===== src/design/csp_pkg.sv =====
`default_nettype none
package csp_pkg;

  localparam int NUM_COLORS   = 148;
  // The longest table name has this many characters.
  localparam int TABLE_NAME_LEN = 20;
  localparam int MAX_NAME_LEN_DEF = 20;
  localparam int QUEUE_DEPTH  = 2;

  localparam logic [1:0] SRC_HEX     = 2'd0;
  localparam logic [1:0] SRC_NAMED   = 2'd1;
  localparam logic [1:0] SRC_UNKNOWN = 2'd2;

  localparam logic [7:0]  CHAR_TERM    = 8'h00;
  localparam logic [7:0]  CHAR_HASH    = 8'h23;
  localparam logic [31:0] OPAQUE_BLACK = 32'h0000_00FF;
  localparam logic [31:0] ALPHA_OPAQUE = 32'h0000_00FF;

  typedef enum logic [1:0] {
    PH_IDLE,
    PH_HEX,
    PH_NAME
  } csp_phase_t;

  typedef struct packed {
    logic       term;
    logic       hash;
    logic [3:0] nib;
    logic [7:0] lc;
  } csp_item_t;

  typedef logic [8*TABLE_NAME_LEN-1:0] csp_name_t;

  // Names are right-justified: the last character sits in the low byte.
  localparam csp_name_t COLOR_NAMES [NUM_COLORS] = '{
    "maroon","darkred","brown","firebrick","crimson","red","tomato","coral",
    "indianred","lightcoral","darksalmon","salmon","lightsalmon","orangered",
    "darkorange","orange","gold","darkgoldenrod","goldenrod","palegoldenrod",
    "darkkhaki","khaki","olive","yellow","yellowgreen","darkolivegreen",
    "olivedrab","lawngreen","chartreuse","greenyellow","darkgreen","green",
    "forestgreen","lime","limegreen","lightgreen","palegreen","darkseagreen",
    "mediumspringgreen","springgreen","seagreen","mediumaquamarine",
    "mediumseagreen","lightseagreen","darkslategray","darkslategrey","teal",
    "darkcyan","aqua","cyan","lightcyan","darkturquoise","turquoise",
    "mediumturquoise","paleturquoise","aquamarine","powderblue","cadetblue",
    "steelblue","cornflowerblue","deepskyblue","dodgerblue","lightblue",
    "skyblue","lightskyblue","midnightblue","navy","darkblue","mediumblue",
    "blue","royalblue","blueviolet","indigo","darkslateblue","slateblue",
    "mediumslateblue","mediumpurple","darkmagenta","darkviolet","darkorchid",
    "mediumorchid","purple","thistle","plum","violet","magenta","fuchsia",
    "orchid","mediumvioletred","palevioletred","deeppink","hotpink",
    "lightpink","pink","antiquewhite","beige","bisque","blanchedalmond",
    "wheat","cornsilk","lemonchiffon","lightgoldenrodyellow","lightyellow",
    "saddlebrown","sienna","chocolate","peru","sandybrown","burlywood","tan",
    "rosybrown","moccasin","navajowhite","peachpuff","mistyrose",
    "lavenderblush","linen","oldlace","papayawhip","seashell","mintcream",
    "slategray","slategrey","lightslategray","lightslategrey",
    "lightsteelblue","lavender","floralwhite","aliceblue","ghostwhite",
    "honeydew","ivory","azure","snow","black","dimgray","dimgrey","gray",
    "grey","darkgray","darkgrey","silver","lightgray","lightgrey",
    "gainsboro","whitesmoke","white","transparent"
  };

  localparam logic [31:0] COLOR_RGBA [NUM_COLORS] = '{
    32'h800000FF,32'h8B0000FF,32'hA52A2AFF,32'hB22222FF,32'hDC143CFF,32'hFF0000FF,
    32'hFF6347FF,32'hFF7F50FF,32'hCD5C5CFF,32'hF08080FF,32'hE9967AFF,32'hFA8072FF,
    32'hFFA07AFF,32'hFF4500FF,32'hFF8C00FF,32'hFFA500FF,32'hFFD700FF,32'hB8860BFF,
    32'hDAA520FF,32'hEEE8AAFF,32'hBDB76BFF,32'hF0E68CFF,32'h808000FF,32'hFFFF00FF,
    32'h9ACD32FF,32'h556B2FFF,32'h6B8E23FF,32'h7CFC00FF,32'h7FFF00FF,32'hADFF2FFF,
    32'h006400FF,32'h008000FF,32'h228B22FF,32'h00FF00FF,32'h32CD32FF,32'h90EE90FF,
    32'h98FB98FF,32'h8FBC8FFF,32'h00FA9AFF,32'h00FF7FFF,32'h2E8B57FF,32'h66CDAAFF,
    32'h3CB371FF,32'h20B2AAFF,32'h2F4F4FFF,32'h2F4F4FFF,32'h008080FF,32'h008B8BFF,
    32'h00FFFFFF,32'h00FFFFFF,32'hE0FFFFFF,32'h00CED1FF,32'h40E0D0FF,32'h48D1CCFF,
    32'hAFEEEEFF,32'h7FFFD4FF,32'hB0E0E6FF,32'h5F9EA0FF,32'h4682B4FF,32'h6495EDFF,
    32'h00BFFFFF,32'h1E90FFFF,32'hADD8E6FF,32'h87CEEBFF,32'h87CEFAFF,32'h191970FF,
    32'h000080FF,32'h00008BFF,32'h0000CDFF,32'h0000FFFF,32'h4169E1FF,32'h8A2BE2FF,
    32'h4B0082FF,32'h483D8BFF,32'h6A5ACDFF,32'h7B68EEFF,32'h9370DBFF,32'h8B008BFF,
    32'h9400D3FF,32'h9932CCFF,32'hBA55D3FF,32'h800080FF,32'hD8BFD8FF,32'hDDA0DDFF,
    32'hEE82EEFF,32'hFF00FFFF,32'hFF00FFFF,32'hDA70D6FF,32'hC71585FF,32'hDB7093FF,
    32'hFF1493FF,32'hFF69B4FF,32'hFFB6C1FF,32'hFFC0CBFF,32'hFAEBD7FF,32'hF5F5DCFF,
    32'hFFE4C4FF,32'hFFEBCDFF,32'hF5DEB3FF,32'hFFF8DCFF,32'hFFFACDFF,32'hFAFAD2FF,
    32'hFFFFE0FF,32'h8B4513FF,32'hA0522DFF,32'hD2691EFF,32'hCD853FFF,32'hF4A460FF,
    32'hDEB887FF,32'hD2B48CFF,32'hBC8F8FFF,32'hFFE4B5FF,32'hFFDEADFF,32'hFFDAB9FF,
    32'hFFE4E1FF,32'hFFF0F5FF,32'hFAF0E6FF,32'hFDF5E6FF,32'hFFEFD5FF,32'hFFF5EEFF,
    32'hF5FFFAFF,32'h708090FF,32'h708090FF,32'h778899FF,32'h778899FF,32'hB0C4DEFF,
    32'hE6E6FAFF,32'hFFFAF0FF,32'hF0F8FFFF,32'hF8F8FFFF,32'hF0FFF0FF,32'hFFFFF0FF,
    32'hF0FFFFFF,32'hFFFAFAFF,32'h000000FF,32'h696969FF,32'h696969FF,32'h808080FF,
    32'h808080FF,32'hA9A9A9FF,32'hA9A9A9FF,32'hC0C0C0FF,32'hD3D3D3FF,32'hD3D3D3FF,
    32'hDCDCDCFF,32'hF5F5F5FF,32'hFFFFFFFF,32'h00000000
  };

endpackage
`default_nettype wire


===== src/design/csp_front.sv =====
`default_nettype none
module csp_front (
  input  wire logic              clk,
  input  wire logic              rst_n,
  input  wire logic              in_tvalid,
  output logic                   in_tready,
  input  wire logic [7:0]        in_tdata,
  output logic                   item_valid,
  input  wire logic              item_ready,
  output csp_pkg::csp_item_t     item
);
  import csp_pkg::*;

  logic      valid_r;
  csp_item_t item_r;
  csp_item_t item_nxt;

  assign in_tready  = !valid_r || item_ready;
  assign item_valid = valid_r;
  assign item       = item_r;

  always_comb begin
    item_nxt.term = (in_tdata == CHAR_TERM);
    item_nxt.hash = (in_tdata == CHAR_HASH);
    if (in_tdata >= "0" && in_tdata <= "9") begin
      item_nxt.nib = in_tdata[3:0];
    end else if ((in_tdata >= "A" && in_tdata <= "F") ||
                 (in_tdata >= "a" && in_tdata <= "f")) begin
      // Both letter ranges have 1..6 in the low nibble.
      item_nxt.nib = in_tdata[3:0] + 4'd9;
    end else begin
      item_nxt.nib = 4'd0;
    end
    if (in_tdata >= "A" && in_tdata <= "Z") begin
      item_nxt.lc = in_tdata | 8'h20;
    end else begin
      item_nxt.lc = in_tdata;
    end
  end

  always_ff @(posedge clk) begin
    if (!rst_n) begin
      valid_r <= 1'b0;
    end else if (in_tready) begin
      valid_r <= in_tvalid;
    end
  end

  always_ff @(posedge clk) begin
    if (in_tready && in_tvalid) begin
      item_r <= item_nxt;
    end
  end

endmodule
`default_nettype wire


===== src/design/csp_queue.sv =====
`default_nettype none
module csp_queue (
  input  wire logic              clk,
  input  wire logic              rst_n,
  input  wire logic              wr_valid,
  output logic                   wr_ready,
  input  wire csp_pkg::csp_item_t wr_item,
  output logic                   rd_valid,
  input  wire logic              rd_ready,
  output csp_pkg::csp_item_t     rd_item
);
  import csp_pkg::*;

  localparam int PtrW = $clog2(QUEUE_DEPTH);
  localparam int CntW = $clog2(QUEUE_DEPTH + 1);

  csp_item_t       mem_r [QUEUE_DEPTH];
  logic [PtrW-1:0] wr_ptr_r;
  logic [PtrW-1:0] rd_ptr_r;
  logic [CntW-1:0] count_r;
  logic            push;
  logic            pop;

  assign wr_ready = (count_r != CntW'(QUEUE_DEPTH));
  assign rd_valid = (count_r != '0);
  assign rd_item  = mem_r[rd_ptr_r];
  assign push     = wr_valid && wr_ready;
  assign pop      = rd_valid && rd_ready;

  always_ff @(posedge clk) begin
    if (!rst_n) begin
      wr_ptr_r <= '0;
      rd_ptr_r <= '0;
      count_r  <= '0;
    end else begin
      if (push) begin
        wr_ptr_r <= (wr_ptr_r == PtrW'(QUEUE_DEPTH - 1)) ? '0 : wr_ptr_r + 1'b1;
      end
      if (pop) begin
        rd_ptr_r <= (rd_ptr_r == PtrW'(QUEUE_DEPTH - 1)) ? '0 : rd_ptr_r + 1'b1;
      end
      if (push && !pop) begin
        count_r <= count_r + 1'b1;
      end else if (pop && !push) begin
        count_r <= count_r - 1'b1;
      end
    end
  end

  always_ff @(posedge clk) begin
    if (push) begin
      mem_r[wr_ptr_r] <= wr_item;
    end
  end

endmodule
`default_nettype wire


===== src/design/csp_back.sv =====
`default_nettype none
module csp_back #(
  parameter int MAX_NAME_LEN = csp_pkg::MAX_NAME_LEN_DEF
) (
  input  wire logic              clk,
  input  wire logic              rst_n,
  input  wire logic              item_valid,
  output logic                   item_ready,
  input  wire csp_pkg::csp_item_t item,
  output logic                   out_tvalid,
  input  wire logic              out_tready,
  output logic [31:0]            out_tdata,
  output logic [1:0]             out_tuser
);
  import csp_pkg::*;

  localparam int NameW = 8 * MAX_NAME_LEN;

  csp_phase_t        phase_r, phase_nxt;
  logic [31:0]       hex_accum_r, hex_accum_nxt;
  logic [3:0]        hex_count_r, hex_count_nxt;
  logic [NameW-1:0]  name_r, name_nxt;
  logic              ovf_r, ovf_nxt;

  logic              pop;
  logic              pop_term;
  logic              s1_ready;
  logic              s2_ready;

  logic              s1_valid_r;
  logic              s1_hex_r;
  logic [31:0]       s1_hex_rgba_r;
  logic [NUM_COLORS-1:0] s1_match_r;
  logic [NUM_COLORS-1:0] match_c;

  logic              out_valid_r;
  logic [31:0]       out_rgba_r;
  logic [1:0]        out_kind_r;
  logic [31:0]       sel_rgba;

  assign s2_ready   = !out_valid_r || out_tready;
  assign s1_ready   = !s1_valid_r || s2_ready;
  assign item_ready = !item.term || s1_ready;
  assign pop        = item_valid && item_ready;
  assign pop_term   = pop && item.term;

  assign out_tvalid = out_valid_r;
  assign out_tdata  = out_rgba_r;
  assign out_tuser  = out_kind_r;

  always_comb begin
    phase_nxt = phase_r;
    if (pop) begin
      if (item.term) begin
        phase_nxt = PH_IDLE;
      end else begin
        case (phase_r)
          PH_IDLE: phase_nxt = item.hash ? PH_HEX : PH_NAME;
          PH_HEX:  phase_nxt = PH_HEX;
          PH_NAME: phase_nxt = PH_NAME;
          default: phase_nxt = PH_IDLE;
        endcase
      end
    end
  end

  always_comb begin
    hex_accum_nxt = hex_accum_r;
    hex_count_nxt = hex_count_r;
    name_nxt      = name_r;
    ovf_nxt       = ovf_r;
    if (pop_term) begin
      hex_accum_nxt = '0;
      hex_count_nxt = '0;
      name_nxt      = '0;
      ovf_nxt       = 1'b0;
    end else if (pop) begin
      if (phase_r == PH_HEX) begin
        if (hex_count_r < 4'd8) begin
          hex_accum_nxt = hex_accum_r | (32'(item.nib) << {~hex_count_r[2:0], 2'b00});
        end
        if (hex_count_r < 4'd9) begin
          hex_count_nxt = hex_count_r + 4'd1;
        end
      end else if (phase_r == PH_NAME || !item.hash) begin
        // A character pushed past the buffer top makes the name unmatchable.
        name_nxt = {name_r[NameW-9:0], item.lc};
        ovf_nxt  = ovf_r || (name_r[NameW-1 -: 8] != 8'd0);
      end
    end
  end

  always_comb begin
    for (int k = 0; k < NUM_COLORS; k++) begin
      match_c[k] = !ovf_r && (name_r == NameW'(COLOR_NAMES[k]));
    end
  end

  always_comb begin
    sel_rgba = '0;
    for (int k = 0; k < NUM_COLORS; k++) begin
      sel_rgba = sel_rgba | (s1_match_r[k] ? COLOR_RGBA[k] : 32'd0);
    end
  end

  always_ff @(posedge clk) begin
    if (!rst_n) begin
      phase_r     <= PH_IDLE;
      hex_accum_r <= '0;
      hex_count_r <= '0;
      name_r      <= '0;
      ovf_r       <= 1'b0;
      s1_valid_r  <= 1'b0;
      out_valid_r <= 1'b0;
    end else begin
      phase_r     <= phase_nxt;
      hex_accum_r <= hex_accum_nxt;
      hex_count_r <= hex_count_nxt;
      name_r      <= name_nxt;
      ovf_r       <= ovf_nxt;
      if (pop_term) begin
        s1_valid_r <= 1'b1;
      end else if (s2_ready) begin
        s1_valid_r <= 1'b0;
      end
      if (s1_valid_r && s2_ready) begin
        out_valid_r <= 1'b1;
      end else if (out_tready) begin
        out_valid_r <= 1'b0;
      end
    end
  end

  always_ff @(posedge clk) begin
    if (pop_term) begin
      s1_hex_r      <= (phase_r == PH_HEX);
      s1_hex_rgba_r <= hex_accum_r | ((hex_count_r <= 4'd6) ? ALPHA_OPAQUE : 32'd0);
      s1_match_r    <= match_c;
    end
    if (s1_valid_r && s2_ready) begin
      if (s1_hex_r) begin
        out_rgba_r <= s1_hex_rgba_r;
        out_kind_r <= SRC_HEX;
      end else if (|s1_match_r) begin
        out_rgba_r <= sel_rgba;
        out_kind_r <= SRC_NAMED;
      end else begin
        out_rgba_r <= OPAQUE_BLACK;
        out_kind_r <= SRC_UNKNOWN;
      end
    end
  end

endmodule
`default_nettype wire


===== src/design/color_string_parser.sv =====
// Channel  Direction  tdata                      tuser
// in_      input      [7:0] char_code            -
// out_     output     [31:0] rgba                [1:0] source_kind
//
// One character word per cycle is taken in while in_tready is high. A terminator
// passes the character stage, the queue and both result stages before out_tvalid rises.
// The character stage, a two-word queue and a two-stage result pipe
// (table compare, then select) decouple input and output stalls.
// Reset (rst_n low, synchronous) empties every stage and clears the parse state.
`default_nettype none
module color_string_parser #(
  parameter int MAX_NAME_LEN = csp_pkg::MAX_NAME_LEN_DEF
) (
  input  wire logic        clk,
  input  wire logic        rst_n,
  input  wire logic        in_tvalid,
  output logic             in_tready,
  input  wire logic [7:0]  in_tdata,   // [7:0] char_code
  output logic             out_tvalid,
  input  wire logic        out_tready,
  output logic [31:0]      out_tdata,  // [31:0] rgba
  output logic [1:0]       out_tuser   // [1:0] source_kind
);
  import csp_pkg::*;

  logic      f_valid, f_ready;
  csp_item_t f_item;
  logic      q_valid, q_ready;
  csp_item_t q_item;

  csp_front u_front (
    .clk        (clk),
    .rst_n      (rst_n),
    .in_tvalid  (in_tvalid),
    .in_tready  (in_tready),
    .in_tdata   (in_tdata),
    .item_valid (f_valid),
    .item_ready (f_ready),
    .item       (f_item)
  );

  csp_queue u_queue (
    .clk      (clk),
    .rst_n    (rst_n),
    .wr_valid (f_valid),
    .wr_ready (f_ready),
    .wr_item  (f_item),
    .rd_valid (q_valid),
    .rd_ready (q_ready),
    .rd_item  (q_item)
  );

  csp_back #(
    .MAX_NAME_LEN (MAX_NAME_LEN)
  ) u_back (
    .clk        (clk),
    .rst_n      (rst_n),
    .item_valid (q_valid),
    .item_ready (q_ready),
    .item       (q_item),
    .out_tvalid (out_tvalid),
    .out_tready (out_tready),
    .out_tdata  (out_tdata),
    .out_tuser  (out_tuser)
  );

`ifndef NO_ASSERTIONS
  a_unknown_is_black: assert property (@(posedge clk) disable iff (!rst_n)
    out_tvalid && out_tuser == SRC_UNKNOWN |-> out_tdata == OPAQUE_BLACK)
    else $error("unknown name did not give opaque black");

  a_kind_legal: assert property (@(posedge clk) disable iff (!rst_n)
    out_tvalid |-> out_tuser == SRC_HEX || out_tuser == SRC_NAMED ||
                   out_tuser == SRC_UNKNOWN)
    else $error("reserved source kind on output");

  a_no_out_after_reset: assert property (@(posedge clk)
    !rst_n |=> !out_tvalid)
    else $error("output valid right after reset");
`endif

endmodule
`default_nettype wire

===== config.mk =====
export PLATFORM = sky130hd
export DESIGN_NAME = color_string_parser
export DESIGN_NICKNAME = d
export VERILOG_FILES = /design/src/design/csp_pkg.sv /design/src/design/csp_front.sv /design/src/design/csp_queue.sv /design/src/design/csp_back.sv /design/src/design/color_string_parser.sv
export SDC_FILE = /design/constraint.sdc
export NUM_CORES = 1
export LEC_CHECK = 0
export BUFFER_PORTS_ARGS = -buffer_cell sky130_fd_sc_hd__clkbuf_2
export CAP_MARGIN = 20
export CORE_ASPECT_RATIO = 0.7
export CORE_MARGIN = 3
export CORE_UTILIZATION = 48
export DETAILED_ROUTE_END_ITERATION = 16
export HOLD_SLACK_MARGIN = 0.15
export REMOVE_ABC_BUFFERS = 1
export SETUP_SLACK_MARGIN = 0.15
export SYNTH_ARGS = -nofsm -noshare
export SYNTH_HDL_FRONTEND = slang
export SYNTH_SLANG_ARGS = --single-unit

===== constraint.sdc =====
create_clock -name clk -period 7.46 [get_ports clk]
set_input_delay 1.492 -clock clk [delete_from_list [all_inputs] [get_ports clk]]
set_output_delay 1.492 -clock clk [all_outputs]
set_load 0.01 [all_outputs]

; After elaboration in Yosys (flattened, before gate mapping)
; Memories as Yosys holds them, arrays and structs flattened. A register that Yosys moved wholly into a read port is not among the register bits.
; Cells that the tools add are included.
[totals]
register_bits = 435
mem_bits_rw = 28
out_inout_bits = 36
n_memories = 1
[mem_list]
columns = memory, depth, width, rd, rd_ports_with_merged_regs, write_ports, line_no
row1 = u_queue.mem_r, 2, 14, 1, 1, 1, csp_queue.sv:17  ; csp_item_t mem_r [QUEUE_DEPTH];
[op_classes]
n_addsub = 6
n_lt_le_gt_ge = 10
n_eq_ne = 152
shifts = 1
mux = 168
bitwise_logic = 151
reduce_logical = 186
[op_table]
columns = op, count
row1 = $eq 160x71->1 const B, 30
row2 = $or 32x32->32, 148
row3 = $mux 32, 102
row4 = $eq 160x79->1 const B, 16
row5 = $eq 160x31->1 const B, 13
row6 = $eq 160x39->1 const B, 12
row7 = $eq 160x47->1 const B, 12
row8 = $eq 160x87->1 const B, 12
row9 = $eq 160x63->1 const B, 11
row10 = $eq 160x103->1 const B, 10
row11 = $eq 160x55->1 const B, 10
row12 = $eq 160x111->1 const B, 7
row13 = $eq 160x95->1 const B, 7
row14 = $mux 31, 22
row15 = $eq 160x119->1 const B, 3
row16 = $eq 160x23->1 const B, 2
row17 = $mux 24, 10
row18 = $mux 30, 7
row19 = $eq 160x127->1 const B, 1
row20 = $eq 160x135->1 const B, 1
row21 = $eq 160x159->1 const B, 1
row22 = $logic_and 1x1->1, 159
row23 = $reduce_or 148->1, 1
row24 = $mux 16, 4
row25 = 33 further kinds, 73

; Logic depth before layout (Yosys ltp)
[depth]
depth_word = 149
depth_mapped = 9
ltp_nobuf = 7

; Cells and area by module
; A second synthesis with hierarchy kept.
[hier_totals]
hier_cells = 2685
area_unflattened_um2 = 23682.7
[modules_own_cells]
columns = module, n_inst, cells_each, area_each_um2
row1 = csp_back, 1, 2569, 21745.9
row2 = csp_queue, 1, 67, 1246.2
row3 = csp_front, 1, 49, 690.7

; Least setup slack after synthesis
; Ideal clock, no wire load.
[synth_path]
path_type = in2reg
start = in out_tready
end = reg u_back.s1_hex_r, enable pin
setup_time_ps = 533
arrival_time_ps = 5242
required_time_ps = 6927
slack_ps = 1685
path_stages = 3
cell_sequence = nand3b_1 -> nand3_1 -> inv_1
[synth_between]
elab_chain_len = 5
[synth_lines]
columns = element, line_no
row1 = "start, declared", color_string_parser.sv:20  ; input wire logic out_tready,
row2 = $logic_or 1x1->1, csp_back.sv:41  ; assign s2_ready = !out_valid_r || out_tready;
row3 = $logic_or 1x1->1, csp_back.sv:42  ; assign s1_ready = !s1_valid_r || s2_ready;
row4 = $logic_or 1x1->1, csp_back.sv:43  ; assign item_ready = !item.term || s1_ready;
row5 = $logic_and 1x1->1, csp_back.sv:44  ; assign pop = item_valid && item_ready;
row6 = $logic_and 1x1->1, csp_back.sv:45  ; assign pop_term = pop && item.term;
row7 = via u_back.pop_term, csp_back.sv:26  ; logic pop_term;
row8 = "end signal, assigned", csp_back.sv:136  ; s1_hex_r <= (phase_r == PH_HEX);
row9 = "end, declared", csp_back.sv:31  ; logic s1_hex_r;
; The timed path passes the listed nets, and every way through them passes these cells.
; A chain may end at the register's enable or synchronous reset.

; Worst setup path in the final report
[layout_path]
start = reg u_back.s1_match_r[142]
end = reg u_back.out_rgba_r[1] (netlist: u_back.out_tdata[1]) (data pin)
[layout_between]
elab_chain_len = 8
[layout_lines]
columns = element, line_no
row1 = "start, declared", csp_back.sv:33  ; logic [NUM_COLORS-1:0] s1_match_r;
row2 = "start signal, assigned", csp_back.sv:138  ; s1_match_r <= match_c;
row3 = $mux 32, csp_back.sv:102  ; sel_rgba = sel_rgba | (s1_match_r[k] ? COLOR_RGBA[k] : 32'd0);
row4 = $or 32x32->32 (5 in a row), csp_back.sv:102
row5 = $mux 32 (*), csp_back.sv:144  ; end else if (|s1_match_r) begin
row6 = $mux 32 (*), csp_back.sv:141  ; if (s1_hex_r) begin
row7 = "end signal, assigned", csp_back.sv:142  ; out_rgba_r <= s1_hex_rgba_r;
row8 = "end signal, assigned", csp_back.sv:145  ; out_rgba_r <= sel_rgba;
row9 = "end, declared", csp_back.sv:37  ; logic [31:0] out_rgba_r;
; Every way passes the cells marked *; elsewhere a longest branch is shown, timed or not.

==> impl_metrics.csv <==
group,metric,value,unit
pwr,powerDensity,280,mW/mm2
cts,h-tree-depth,2,
sta,rsz0062_at_grt,"false",
detailed_routing,first_iter_violations,5301,
pwr,leakage,7.62,nW
cts,clock-root-buffer,"clkbuf_16",
sta,hold_slack,0.441,ns
sta,fmaxAchievable,250,MHz
finish,seqCellArea,0.0119,mm2
global_routing,grt_max_degree,194,
sta,worst_slew_pin_slew,1.24,ns
cts,clock-sinks,464,
pwr,ir_drop,0.250,mV
yosys,synth_flop_cell,"edfxtp_1",
placed_design,dpl.hpwl,93900,um
worst_setup_path,crit_path_max_fanout,10,
cts,ctsHoldBuffers,0,
detailed_routing,wire_per_inst,35.7,um
finish,drive_above_1_share,7.67,%
global_routing,grt_pass1_wl,169000,um
cts,post_cts_resized,0,
finish,final_cell_mix,"467 x nand2_1, 280 x nor2_1, 257 x edfxtp_1",
yosys,yosys_warnings,0,
die,core,0.0483,mm2
die,io_pins,48,
sta,setup_violations,0,
finish,n_fill_cell,4376,
outcome,status,"complete, no violations",
yosys,synth_edf_count,257,
sta,setup_ws,3.46,ns
sta,final_hold_viol_count,0,
cts,cts.reportedPaths.clkPinSlew,0.07,ns
cts,clock_path_buffers,3,
global_routing,grt_pass1_vias,23038,
die,die_h,192,um
detailed_routing,wirelength,122000,um
die,die_x,272,um
yosys,synth.avg_cell_area,8.71,um2
sta,drv_slew,0,
detailed_routing,vias,25429,
detailed_routing,vias_per_cell,7.45,
yosys,ys_ff_latch,464,
pwr,totalPowerFinal,7.34,mW
sta,final.setup.tns,0,ns
worst_setup_path,worst-endpoint-required,7.77,ns
sta,slew_headroom,16.6,%
worst_setup_path,path_class,"flip-flop to flip-flop",
yosys,async_flop_share,0,%
yosys,syn_inst,2721,
cts,post_cts_buffers,0,
worst_setup_path,setup.worst_path.end_class,"flip-flop",
cts,clock_latency,0.62,ns
finish,fin_util,54.2,%
sta,finalClockSkew,0.0261,ns
global_routing,grt_usage,45.3,%
detailed_routing,drc_errors,0,
cts,cts_tree,"built",
yosys,seq_area_frac_synth,50.0,%
worst_setup_path,worstSetupStartpointType,"flip-flop",
yosys,ys_types,66,
hold_path,hold_class,"flip-flop to flip-flop",
placed_design,io_buffers,47,
finish,nets,2735,
sta,min_period,4.00,ns
yosys,synth_area,0.0237,mm2
global_routing,grt_remaining_overflow,0,
flow_run,max-cap-violations,0,
placed_design,place_congestion,1.15,
finish,multi_input_area,0.0113,mm2
die,initial_utilization,49.1,%
cts,cts_inserted_buffers,45,
finish,areaGrowthSynthToFinish,10.4,%
global_routing,antenna_found_initial,6,
placed_design,post-place-ws,3.56,ns
sta,post-route-period-util,53.6,%
worst_setup_path,worstPathArrival,4.31,ns
detailed_routing,drt-pass1-iter-count,12,
die,dieArea,0.0521,mm2
detailed_routing,ant_nets,0,
finish,final_common_cell,"nand2_1",
die,num_rows,67,
area by class of cell:
cell class / instances / share of cell area (%)
Sequential cell: 464 / 45.3
Multi-Input combinational cell: 2088 / 43.1
Clock buffer: 57 / 4.72
Tap cell: 655 / 3.13
Timing Repair Buffer: 88 / 2.12
Clock inverter: 25 / 1.17
Inverter: 28 / 0.421
Antenna cell: 7 / 0.0669
synth_stat cells, drive strengths merged, types with 2 or more instances:
cell type | instances | area (um2)
and3 | 24 | 150
nand4 | 150 | 945
nor2b | 46 | 288
a41oi | 3 | 26.3
nor4 | 235 | 1540
and4 | 6 | 52.6
and4bb | 3 | 37.5
nor2 | 280 | 1050
a21oi | 185 | 926
xnor2 | 3 | 26.3
a31oi | 13 | 81.3
mux2i | 14 | 140
o21a | 3 | 22.5
or2 | 20 | 125
nor3b | 9 | 67.6
a21boi | 4 | 30.0
clkbuf | 135 | 508
nand3 | 142 | 711
nor3 | 201 | 1010
nand2 | 468 | 1760
or4b | 3 | 33.8
ha | 8 | 100
xor2 | 2 | 17.5
and3b | 4 | 35.0
nor4b | 13 | 114
nand3b | 14 | 105
buf | 6 | 27.5
nor4bb | 18 | 180
a2bb2oi | 6 | 52.6
or3 | 34 | 219
nand4b | 25 | 219
mux2 | 4 | 45.0
and2 | 16 | 100
edfxtp | 257 | 7720
and4b | 12 | 120
nand2b | 32 | 200
a211oi | 9 | 67.6
a32oi | 9 | 78.8
o21ai | 12 | 60.1
nand4bb | 7 | 78.8
or4 | 42 | 320
inv | 28 | 105
dfxtp | 207 | 4140
a21o | 2 | 15.0
report_power, final:
group	leakage (nW)	switching, mW	total [mW]	internal (mW)
clock	0.762	1.07	2.41	1.34
combinational	2.81	0.918	1.18	0.257
sequential	4.04	0.656	3.76	3.10
layer usage:
| layer | track usage, % | vias up | routed length [um] |
|---|---|---|---|
| met5 | 4.14 | - | 410 |
| met4 | 15.9 | 18 | 5900 |
| met3 | 23.2 | 510 | 21700 |
| met2 | 60.2 | 2420 | 45900 |
| met1 | 62.3 | 12276 | 48000 |
| li1 | - | 10205 | - |
metrics by stage:
| stage | area (um2) | instances |
|---|---|---|
| after floorplan | 23200 | 2580 |
| after global placement | 24600 | 3316 |
| after detailed placement | 24600 | 3320 |
| after CTS | 26200 | 3402 |
| after global routing | 26200 | 3405 |
| final | 26200 | 3412 |
state kept, by name, indices dropped and copies added, names as in the netlist, 2 cells and up, named ones only:
register and flops:
u_back.name_r 160, u_back.s1_match_r 148, u_back.hex_accum_r 32, u_back.out_tdata 32, u_back.s1_hex_rgba_r 32, u_queue.mem_r 28, u_front.item 14, u_back.hex_count_r 4
u_back.out_tuser 2, u_back.phase_r 2, u_queue.count_r 2
logic make-up after synthesis:
| logic type | Yosys count | synth area share (%) |
|---|---|---|
| flip-flops | 464 | 50.0 |
| adder cells (fa/ha/maj) | 8 | 0.422 |
| multiplexers | 18 | 0.781 |
| AND/OR/NAND/NOR | 1805 | 39.9 |
| AO/OA/AOI/OAI | 252 | 5.95 |
| buffers and inverters | 169 | 2.70 |
| XOR/XNOR | 5 | 0.185 |
critical path: stages, from the launching register on:
cell and delay (ns):
edfxtp_1 0.44, nor4_1 1.00, nand4_1 0.58, or4_1 0.77, nor4_4 0.71, a31oi_1 0.21
final timing paths:
path                         endpoint  slack (ns)                   start  cells past startpoint
min reg2reg  u_back.s1_hex_rgba_r[22]        0.44  u_back.hex_accum_r[22]                      0
max               u_back.out_tdata[1]        3.46  u_back.s1_match_r[142]                      5
max reg2reg       u_back.out_tdata[1]        3.46  u_back.s1_match_r[142]                      5
min          u_back.s1_hex_rgba_r[22]        0.44  u_back.hex_accum_r[22]                      0
Note: power is estimated with default switching activity, not from simulation.
